===== src/hw/rtl/assert_macros.svh =====
// assertion macros for the rtl folder
// each macro needs a clk and rst in scope
`ifndef ASSERT_MACROS_SVH
`define ASSERT_MACROS_SVH
// property checked at every clock edge outside reset
`define CHK_ALWAYS(lbl, prop) \
  lbl: assert property (@(posedge clk) disable iff (rst) (prop)) else $error("check failed");
// property checked during reset too
`define CHK_RESET(lbl, prop) \
  lbl: assert property (@(posedge clk) (prop)) else $error("check failed");
`endif


===== src/hw/rtl/fkah_pkg.sv =====
// fixed-key aes hash package: sbox table and round helper functions
// no dependencies
`default_nettype none
package fkah_pkg;

  localparam logic [7:0] SBOX [256] = '{
    8'h63,8'h7c,8'h77,8'h7b,8'hf2,8'h6b,8'h6f,8'hc5,8'h30,8'h01,8'h67,8'h2b,8'hfe,8'hd7,8'hab,8'h76,
    8'hca,8'h82,8'hc9,8'h7d,8'hfa,8'h59,8'h47,8'hf0,8'had,8'hd4,8'ha2,8'haf,8'h9c,8'ha4,8'h72,8'hc0,
    8'hb7,8'hfd,8'h93,8'h26,8'h36,8'h3f,8'hf7,8'hcc,8'h34,8'ha5,8'he5,8'hf1,8'h71,8'hd8,8'h31,8'h15,
    8'h04,8'hc7,8'h23,8'hc3,8'h18,8'h96,8'h05,8'h9a,8'h07,8'h12,8'h80,8'he2,8'heb,8'h27,8'hb2,8'h75,
    8'h09,8'h83,8'h2c,8'h1a,8'h1b,8'h6e,8'h5a,8'ha0,8'h52,8'h3b,8'hd6,8'hb3,8'h29,8'he3,8'h2f,8'h84,
    8'h53,8'hd1,8'h00,8'hed,8'h20,8'hfc,8'hb1,8'h5b,8'h6a,8'hcb,8'hbe,8'h39,8'h4a,8'h4c,8'h58,8'hcf,
    8'hd0,8'hef,8'haa,8'hfb,8'h43,8'h4d,8'h33,8'h85,8'h45,8'hf9,8'h02,8'h7f,8'h50,8'h3c,8'h9f,8'ha8,
    8'h51,8'ha3,8'h40,8'h8f,8'h92,8'h9d,8'h38,8'hf5,8'hbc,8'hb6,8'hda,8'h21,8'h10,8'hff,8'hf3,8'hd2,
    8'hcd,8'h0c,8'h13,8'hec,8'h5f,8'h97,8'h44,8'h17,8'hc4,8'ha7,8'h7e,8'h3d,8'h64,8'h5d,8'h19,8'h73,
    8'h60,8'h81,8'h4f,8'hdc,8'h22,8'h2a,8'h90,8'h88,8'h46,8'hee,8'hb8,8'h14,8'hde,8'h5e,8'h0b,8'hdb,
    8'he0,8'h32,8'h3a,8'h0a,8'h49,8'h06,8'h24,8'h5c,8'hc2,8'hd3,8'hac,8'h62,8'h91,8'h95,8'he4,8'h79,
    8'he7,8'hc8,8'h37,8'h6d,8'h8d,8'hd5,8'h4e,8'ha9,8'h6c,8'h56,8'hf4,8'hea,8'h65,8'h7a,8'hae,8'h08,
    8'hba,8'h78,8'h25,8'h2e,8'h1c,8'ha6,8'hb4,8'hc6,8'he8,8'hdd,8'h74,8'h1f,8'h4b,8'hbd,8'h8b,8'h8a,
    8'h70,8'h3e,8'hb5,8'h66,8'h48,8'h03,8'hf6,8'h0e,8'h61,8'h35,8'h57,8'hb9,8'h86,8'hc1,8'h1d,8'h9e,
    8'he1,8'hf8,8'h98,8'h11,8'h69,8'hd9,8'h8e,8'h94,8'h9b,8'h1e,8'h87,8'he9,8'hce,8'h55,8'h28,8'hdf,
    8'h8c,8'ha1,8'h89,8'h0d,8'hbf,8'he6,8'h42,8'h68,8'h41,8'h99,8'h2d,8'h0f,8'hb0,8'h54,8'hbb,8'h16
  };

  localparam logic [3:0] LAST_ROUND = 4'd10;
  localparam logic [3:0] LAST_DIGIT = 4'd15;

  function automatic logic [7:0] xtime(input logic [7:0] a);
    xtime = {a[6:0], 1'b0} ^ (a[7] ? 8'h1b : 8'h00);
  endfunction

  function automatic logic [127:0] shift_rows(input logic [127:0] s);
    logic [127:0] t;
    t = '0;
    for (int c = 0; c < 4; c++) begin
      for (int n = 0; n < 4; n++) begin
        t[8*(n+4*c) +: 8] = s[8*(n+4*((c+n)%4)) +: 8];
      end
    end
    shift_rows = t;
  endfunction

  function automatic logic [127:0] mix_columns(input logic [127:0] s);
    logic [127:0] t;
    logic [7:0] a0, a1, a2, a3, al;
    t = '0;
    for (int c = 0; c < 4; c++) begin
      a0 = s[32*c +: 8];
      a1 = s[32*c+8 +: 8];
      a2 = s[32*c+16 +: 8];
      a3 = s[32*c+24 +: 8];
      al = a0 ^ a1 ^ a2 ^ a3;
      t[32*c +: 8]    = a0 ^ al ^ xtime(a0 ^ a1);
      t[32*c+8 +: 8]  = a1 ^ al ^ xtime(a1 ^ a2);
      t[32*c+16 +: 8] = a2 ^ al ^ xtime(a2 ^ a3);
      t[32*c+24 +: 8] = a3 ^ al ^ xtime(a3 ^ a0);
    end
    mix_columns = t;
  endfunction

endpackage
`default_nettype wire


===== src/hw/rtl/fixed_key_aes_tweakable_hash.sv =====
// top level: fixed-key aes-128 tweakable hash, H = E(E(x) ^ t) ^ E(x)
// depends on fkah_pkg and assert_macros.svh
//
//  channel | signals                                   | role
//  in      | in_valid in_ready block_* tweak_* last    | block and tweak
//  out     | out_valid out_ready hash_* result_last    | hash result
//  cfg     | psel penable pwrite paddr pwdata prdata   | key registers
//
// one byte a cycle goes through the sbox: a substitution state that covers all state bytes plus
// a round-finish state per round, 10 rounds per pass, two passes
// an item goes through a load, the rounds of both passes and a handoff before it can leave
// the next item is taken once the result sits in the output register
// a stalled output holds the engine in its handoff state; reset is synchronous
`default_nettype none
`include "assert_macros.svh"
module fixed_key_aes_tweakable_hash (
  input  wire logic        clk,
  input  wire logic        rst,
  input  wire logic        in_valid,
  output logic             in_ready,
  input  wire logic [63:0] block_low,
  input  wire logic [63:0] block_high,
  input  wire logic [63:0] tweak_low,
  input  wire logic [63:0] tweak_high,
  input  wire logic        block_last,
  output logic             out_valid,
  input  wire logic        out_ready,
  output logic [63:0]      hash_low,
  output logic [63:0]      hash_high,
  output logic             result_last,
  input  wire logic        psel,
  input  wire logic        penable,
  input  wire logic        pwrite,
  input  wire logic [3:0]  paddr,
  input  wire logic [63:0] pwdata,
  output logic [63:0]      prdata,
  output logic             pready
);
  import fkah_pkg::*;

  localparam logic [1:0] ST_IDLE = 2'd0;
  localparam logic [1:0] ST_SUB  = 2'd1;
  localparam logic [1:0] ST_FIN  = 2'd2;
  localparam logic [1:0] ST_HOLD = 2'd3;

  logic [1:0]   state;
  logic [3:0]   digit;
  logic [3:0]   rnd;
  logic         pass;
  logic [7:0]   rcon;
  logic [127:0] sreg;
  logic [127:0] rk;
  logic [31:0]  tw;
  logic [127:0] ex;
  logic [127:0] tweak;
  logic         last;
  logic [63:0]  key_low;
  logic [63:0]  key_high;

  logic [127:0] key;
  logic [7:0]   key_byte;
  logic [127:0] nk;
  logic [127:0] sr;
  logic [127:0] s_next;
  logic [31:0]  w0, w1, w2, w3;
  logic         out_free;

  assign key      = {key_high, key_low};
  assign pready   = 1'b1;
  assign prdata   = paddr[3] ? key_high : key_low;
  assign in_ready = (state == ST_IDLE);
  assign out_free = !out_valid || out_ready;

  // word 3 byte order for rotword: 1, 2, 3, 0
  assign key_byte = rk[96 + 8*{digit[1:0] + 2'd1} +: 8];

  assign w0 = rk[31:0] ^ {tw[31:8], tw[7:0] ^ rcon};
  assign w1 = rk[63:32] ^ w0;
  assign w2 = rk[95:64] ^ w1;
  assign w3 = rk[127:96] ^ w2;
  assign nk = {w3, w2, w1, w0};
  assign sr = shift_rows(sreg);
  assign s_next = ((rnd == LAST_ROUND) ? sr : mix_columns(sr)) ^ nk;

  always_ff @(posedge clk) begin
    if (rst) begin
      key_low  <= '0;
      key_high <= '0;
    end else if (psel && penable && pwrite && pready) begin
      if (paddr[3]) key_high <= pwdata;
      else          key_low  <= pwdata;
    end
  end

  always_ff @(posedge clk) begin
    if (rst) begin
      state     <= ST_IDLE;
      out_valid <= 1'b0;
      digit     <= '0;
      rnd       <= '0;
      pass      <= 1'b0;
    end else begin
      if (out_valid && out_ready && state != ST_HOLD) out_valid <= 1'b0;
      unique case (state)
        ST_IDLE: begin
          if (in_valid) begin
            sreg  <= {block_high, block_low} ^ key;
            rk    <= key;
            tweak <= {tweak_high, tweak_low};
            last  <= block_last;
            rnd   <= 4'd1;
            rcon  <= 8'h01;
            pass  <= 1'b0;
            digit <= '0;
            state <= ST_SUB;
          end
        end
        ST_SUB: begin
          sreg <= {SBOX[sreg[7:0]], sreg[127:8]};
          if (digit < 4'd4) tw <= {SBOX[key_byte], tw[31:8]};
          digit <= digit + 4'd1;
          if (digit == LAST_DIGIT) state <= ST_FIN;
        end
        ST_FIN: begin
          digit <= '0;
          if (rnd != LAST_ROUND) begin
            rcon  <= xtime(rcon);
            rk    <= nk;
            rnd   <= rnd + 4'd1;
            sreg  <= s_next;
            state <= ST_SUB;
          end else if (!pass) begin
            ex    <= s_next;
            sreg  <= s_next ^ tweak ^ key;
            rk    <= key;
            rnd   <= 4'd1;
            rcon  <= 8'h01;
            pass  <= 1'b1;
            state <= ST_SUB;
          end else begin
            sreg  <= s_next ^ ex;
            state <= ST_HOLD;
          end
        end
        ST_HOLD: begin
          if (out_free) begin
            hash_low    <= sreg[63:0];
            hash_high   <= sreg[127:64];
            result_last <= last;
            out_valid   <= 1'b1;
            state       <= ST_IDLE;
          end
        end
        default: state <= ST_IDLE;
      endcase
    end
  end

  `CHK_ALWAYS(ready_only_idle, in_ready |-> (state == ST_IDLE))
  `CHK_ALWAYS(round_in_range, (state == ST_SUB) |-> (rnd >= 4'd1 && rnd <= LAST_ROUND))
  `CHK_ALWAYS(hold_waits_out, (state == ST_HOLD && !out_free) |=> (state == ST_HOLD))
  `CHK_ALWAYS(out_stall_holds, (out_valid && !out_ready) |=> (out_valid && $stable(hash_low)))

endmodule
`default_nettype wire


===== config.mk =====
export PLATFORM = sky130hd
export DESIGN_NAME = fixed_key_aes_tweakable_hash
export DESIGN_NICKNAME = d
export VERILOG_FILES = /design/src/hw/rtl/fkah_pkg.sv /design/src/hw/rtl/fixed_key_aes_tweakable_hash.sv
export VERILOG_INCLUDE_DIRS = /design/src /design/src/hw/rtl
export SDC_FILE = /design/constraint.sdc
export NUM_CORES = 2
export LEC_CHECK = 0
export BUFFER_PORTS_ARGS = -buffer_cell sky130_fd_sc_hd__clkbuf_2
export CORE_UTILIZATION = 50
export CTS_BUF_LIST = sky130_fd_sc_hd__clkbuf_4 sky130_fd_sc_hd__clkbuf_8
export DETAILED_ROUTE_END_ITERATION = 8
export PLACE_DENSITY = 0.73
export SETUP_SLACK_MARGIN = 0.05
export SYNTH_ARGS = -nofsm -noshare
export SYNTH_HDL_FRONTEND = slang
export SYNTH_SLANG_ARGS = --single-unit

===== constraint.sdc =====
create_clock -name clk -period 23.5 [get_ports clk]
set_clock_uncertainty 0.15 [all_clocks]
set_input_delay 7.05 -clock clk [delete_from_list [all_inputs] [get_ports clk]]
set_output_delay 7.05 -clock clk [all_outputs]
set_load 0.02 [all_outputs]

==> flow_summary_export.csv <==
group,metric,value,unit
worst_setup_path,crit_chain,"buf_4 > mux2_2 > clkbuf_2",
floorplanning,rows,116,
layout,stdcell_count,6758,
global_route,grt_pass1_wl,307000,um
timing,worst_pin_slew,1.26,ns
clock_tree,clk_pin_slew_worst_paths,0.06,ns
global_route,antenna_found_initial,11,
routing,wl_per_cell,33.0,um
worst_setup_path,slowest_stage,"buf_4",
timing,finalSetupViolCount,0,
global_route,gr-usage-all-layers,0.425,
floorplanning,io_pins,528,
worst_setup_path,crit_type,"in2out",
synth,synth-edff-count,682,
global_route,grt.busiest_layer,"met2",
worst_setup_path,critPathMaxStageDelay,0.73,ns
worst_setup_path,arrival,8.48,ns
timing,finalHoldViolCount,0,
power_and_ir_drop,p_per_area,186,nW/um^2
clock_tree,ctsResizeCount,0,
clock_tree,insertion_delay,0.89,ns
synth,syn_inst,4878,
synth,ys_types,90,
synth,ys_seq_area_frac,0.458,
layout,stdcell_area,57600,um^2
placement,place_area,54600,um^2
clock_tree,cts_buffers,146,
routing,drc,0,
timing,rsz0062_at_grt,"no",
clock_tree,cts_root_buffer,"clkbuf_8",
placement,place.port_buffers,523,
placement,place.gp.congestion,1.03,
layout,syn_to_final_growth,13.3,%
worst_setup_path,critPathTopFamily,"buffers and inverters",
power_and_ir_drop,ir_worst_vdd,93.3,uV
job,drv_cap,0,
timing,final_max_slew_viol_count,0,
power_and_ir_drop,leakage,21.9,nW
global_route,grt_pass1_vias,40523,
routing,via_per_inst,6.41,
routing,wl,223000,um
synth,synth_mux_area_frac,0.0442,
clock_tree,post_cts_buffers,0,
global_route,grt_max_degree,173,
hold_path,min_from,"last",
clock_tree,cts_tree,"yes",
floorplanning,die_x,321,um
hold_path,hp-class,"reg2reg",
synth,synth_top_area_frac,0.403,
clock_tree,htree_levels,4,
timing,min_period_over_period,0.667,
worst_setup_path,worstSetupStartpointType,"primary input",
synth,synth_xor_xnor_area_share,0.218,
clock_tree,cts_sinks,822,
run_status,status,"finished, final reports clean",
floorplanning,initial_core_util,0.506,
timing,period_needed,15.68,ns
worst_setup_path,end_kind,"output pin",
timing,slew_headroom,0.154,
worst_setup_path,crit_required,16.30,ns
clock_tree,hold_buffers,0,
worst_setup_path,cp-startpoint,"paddr[3]",
placement,place_inst,6489,
routing,ant_nets,0,
floorplanning,die_area,103000,um^2
worst_setup_path,critPathMaxFanout,67,
global_route,met2_usage,0.630,
worst_setup_path,worstReg2RegStart,"digit[0]",
synth,synthTopCellsByArea,"edfxtp_1 (40%), xnor2_1 (10%), xnor3_1 (5.9%), dfxtp_1 (5.5%), nand2_1 (4.9%)",
floorplanning,core_area,100000,um^2
timing,setup_tns,0,ns
synth,synth_nets,5247,
floorplanning,die_height,321,um
synth,synth_simple_gate_area_frac,0.103,
timing,max_freq,63.8,MHz
layout,drive_gt1_frac,0.200,
clock_tree,clk_path_buf_depth,3,
placement,hpwl,162000,um
synth,ys_ff_latch,822,
synth,syn_area_per_cell,10.4,um^2
synth,syn-cell-area,50900,um^2
global_route,use_met3,0.113,
global_route,gr-usage-met1,0.520,
synth,yosysWarningCount,0,
global_route,grt-ovfl-total,0,
synth,synth_top_family_by_area,"XOR/XNOR gates",
routing,vias,43318,
synth,async_reset_ff_frac,0,
synth,synth_compound_area_frac,0.134,
synth,yosys.area_share.adder,0.00910,
routing,drtIter0Drc,6407,
worst_setup_path,path_buf_inv,2,
layout,layout.nets,5649,
synth,synthFlopType,"edfxtp_1",
routing,dr.pass1.iters,7,
synth,yosysTopAreaCell,"edfxtp_1",
[area by class of cell]
cell class | instances | area (um^2)
inverter | 35 | 133
fill | 8637 | 42800
clock inverter | 57 | 504
antenna | 6 | 15.0
multi-input combinational | 3633 | 26000
clock buffer | 206 | 2500
sequential | 822 | 23300
tap | 1357 | 1700
timing repair buffer | 642 | 3540
[per-layer routing]
metal / vias up / wire length, um / part of all wire
met1: 20913 / 77200 / 0.35
met5: - / 49 / 0.00022
li1: 18131 / - / -
met3: 856 / 27500 / 0.12
met4: 8 / 22200 / 0.10
met2: 3410 / 95800 / 0.43
[synthesized netlist by cell type, drive strengths merged, types with 10 or more instances]
master / instances
a2111oi: 12
a211oi: 32
a21oi: 426
a221oi: 13
a22oi: 57
a311oi: 22
a31oi: 41
and2: 14
and3: 13
buf: 82
clkbuf: 306
dfxtp: 140
edfxtp: 682
ha: 37
inv: 28
mux2: 115
mux2i: 53
mux4: 18
nand2: 670
nand2b: 34
nand3: 38
nor2: 379
nor2b: 23
nor3: 41
o211ai: 35
o21ai: 357
o221ai: 26
o311ai: 22
o31ai: 17
or2: 10
xnor2: 612
xnor3: 134
xor2: 236
xor3: 22
[state kept, by name, indices dropped and copies added (netlist names)]
name and count:
tw 32, digit 4, rnd 4, state 2, result_last 1, sreg 128
hash_low 64, rcon 8, key_high 64, key_low 64, rk 128, pass 1
tweak 128, out_valid 1, ex 128, hash_high 64, last 1
[placed cells by master (no fill, tap or decap), types with 10 or more instances in the layout]
| master | count |
|---|---|
| a221oi_1 | 12 |
| and2_1 | 10 |
| o311ai_0 | 21 |
| nand3_1 | 38 |
| o211ai_1 | 35 |
| clkinv_1 | 23 |
| a21oi_1 | 426 |
| xor3_1 | 22 |
| nand2_1 | 668 |
| a22oi_1 | 57 |
| dfxtp_1 | 139 |
| a31oi_1 | 41 |
| nor2_1 | 372 |
| edfxtp_1 | 682 |
| a311oi_1 | 22 |
| buf_4 | 118 |
| a211oi_1 | 31 |
| xnor2_2 | 11 |
| nor3_1 | 41 |
| clkbuf_4 | 53 |
| mux4_2 | 18 |
| mux2i_1 | 50 |
| clkinv_2 | 21 |
| mux2_2 | 115 |
| o21ai_0 | 351 |
| clkbuf_2 | 521 |
| nand2b_1 | 31 |
| xnor2_1 | 599 |
| inv_1 | 28 |
| and3_1 | 13 |
| clkbuf_8 | 153 |
| xor2_1 | 236 |
| o221ai_1 | 26 |
| ha_1 | 34 |
| nor2b_1 | 22 |
| o31ai_1 | 17 |
| xnor3_1 | 134 |
| a2111oi_0 | 12 |
[worst paths after layout]
kind	slack, ns	depth (start not counted)	to
max	7.82	3	prdata[33]
min	0.28	0	result_last
max reg2reg	17.66	14	tw[25]
min reg2reg	0.28	0	result_last
[per-stage QoR]
stage,util,worst slack (ns),hold WS [ns],power (mW)
6_report,0.574,7.82,0.278,10.7
5_1_grt,0.574,7.77,0.292,11.0
4_1_cts,0.574,7.85,0.282,10.5
3_5_place_dp,0.544,7.85,0.268,9.03
3_3_place_gp,0.544,7.91,0.254,8.98
2_1_floorplan,-,3.08,0.250,7.02
[cell families (layout without fill, tap and decap cells)]
kind of cell | count (synthesis) | after routing
simple gates | 1259 | 1259
xor+xnor | 1004 | 1004
other cells | 1 | 7
mux | 186 | 186
buf+inv | 423 | 940
compound gates | 1146 | 1146
flops | 822 | 822
fa+ha+maj | 37 | 37
[power breakdown]
| group | internal (mW) | switching [mW] | total (mW) |
|---|---|---|---|
| Sequential | 2.16 | 0.480 | 2.64 |
| Clock | 0.754 | 0.663 | 1.42 |
| Combinational | 2.74 | 3.93 | 6.67 |
| Total | 5.66 | 5.07 | 10.7 |
Note: power is estimated with default switching activity, not from simulation.
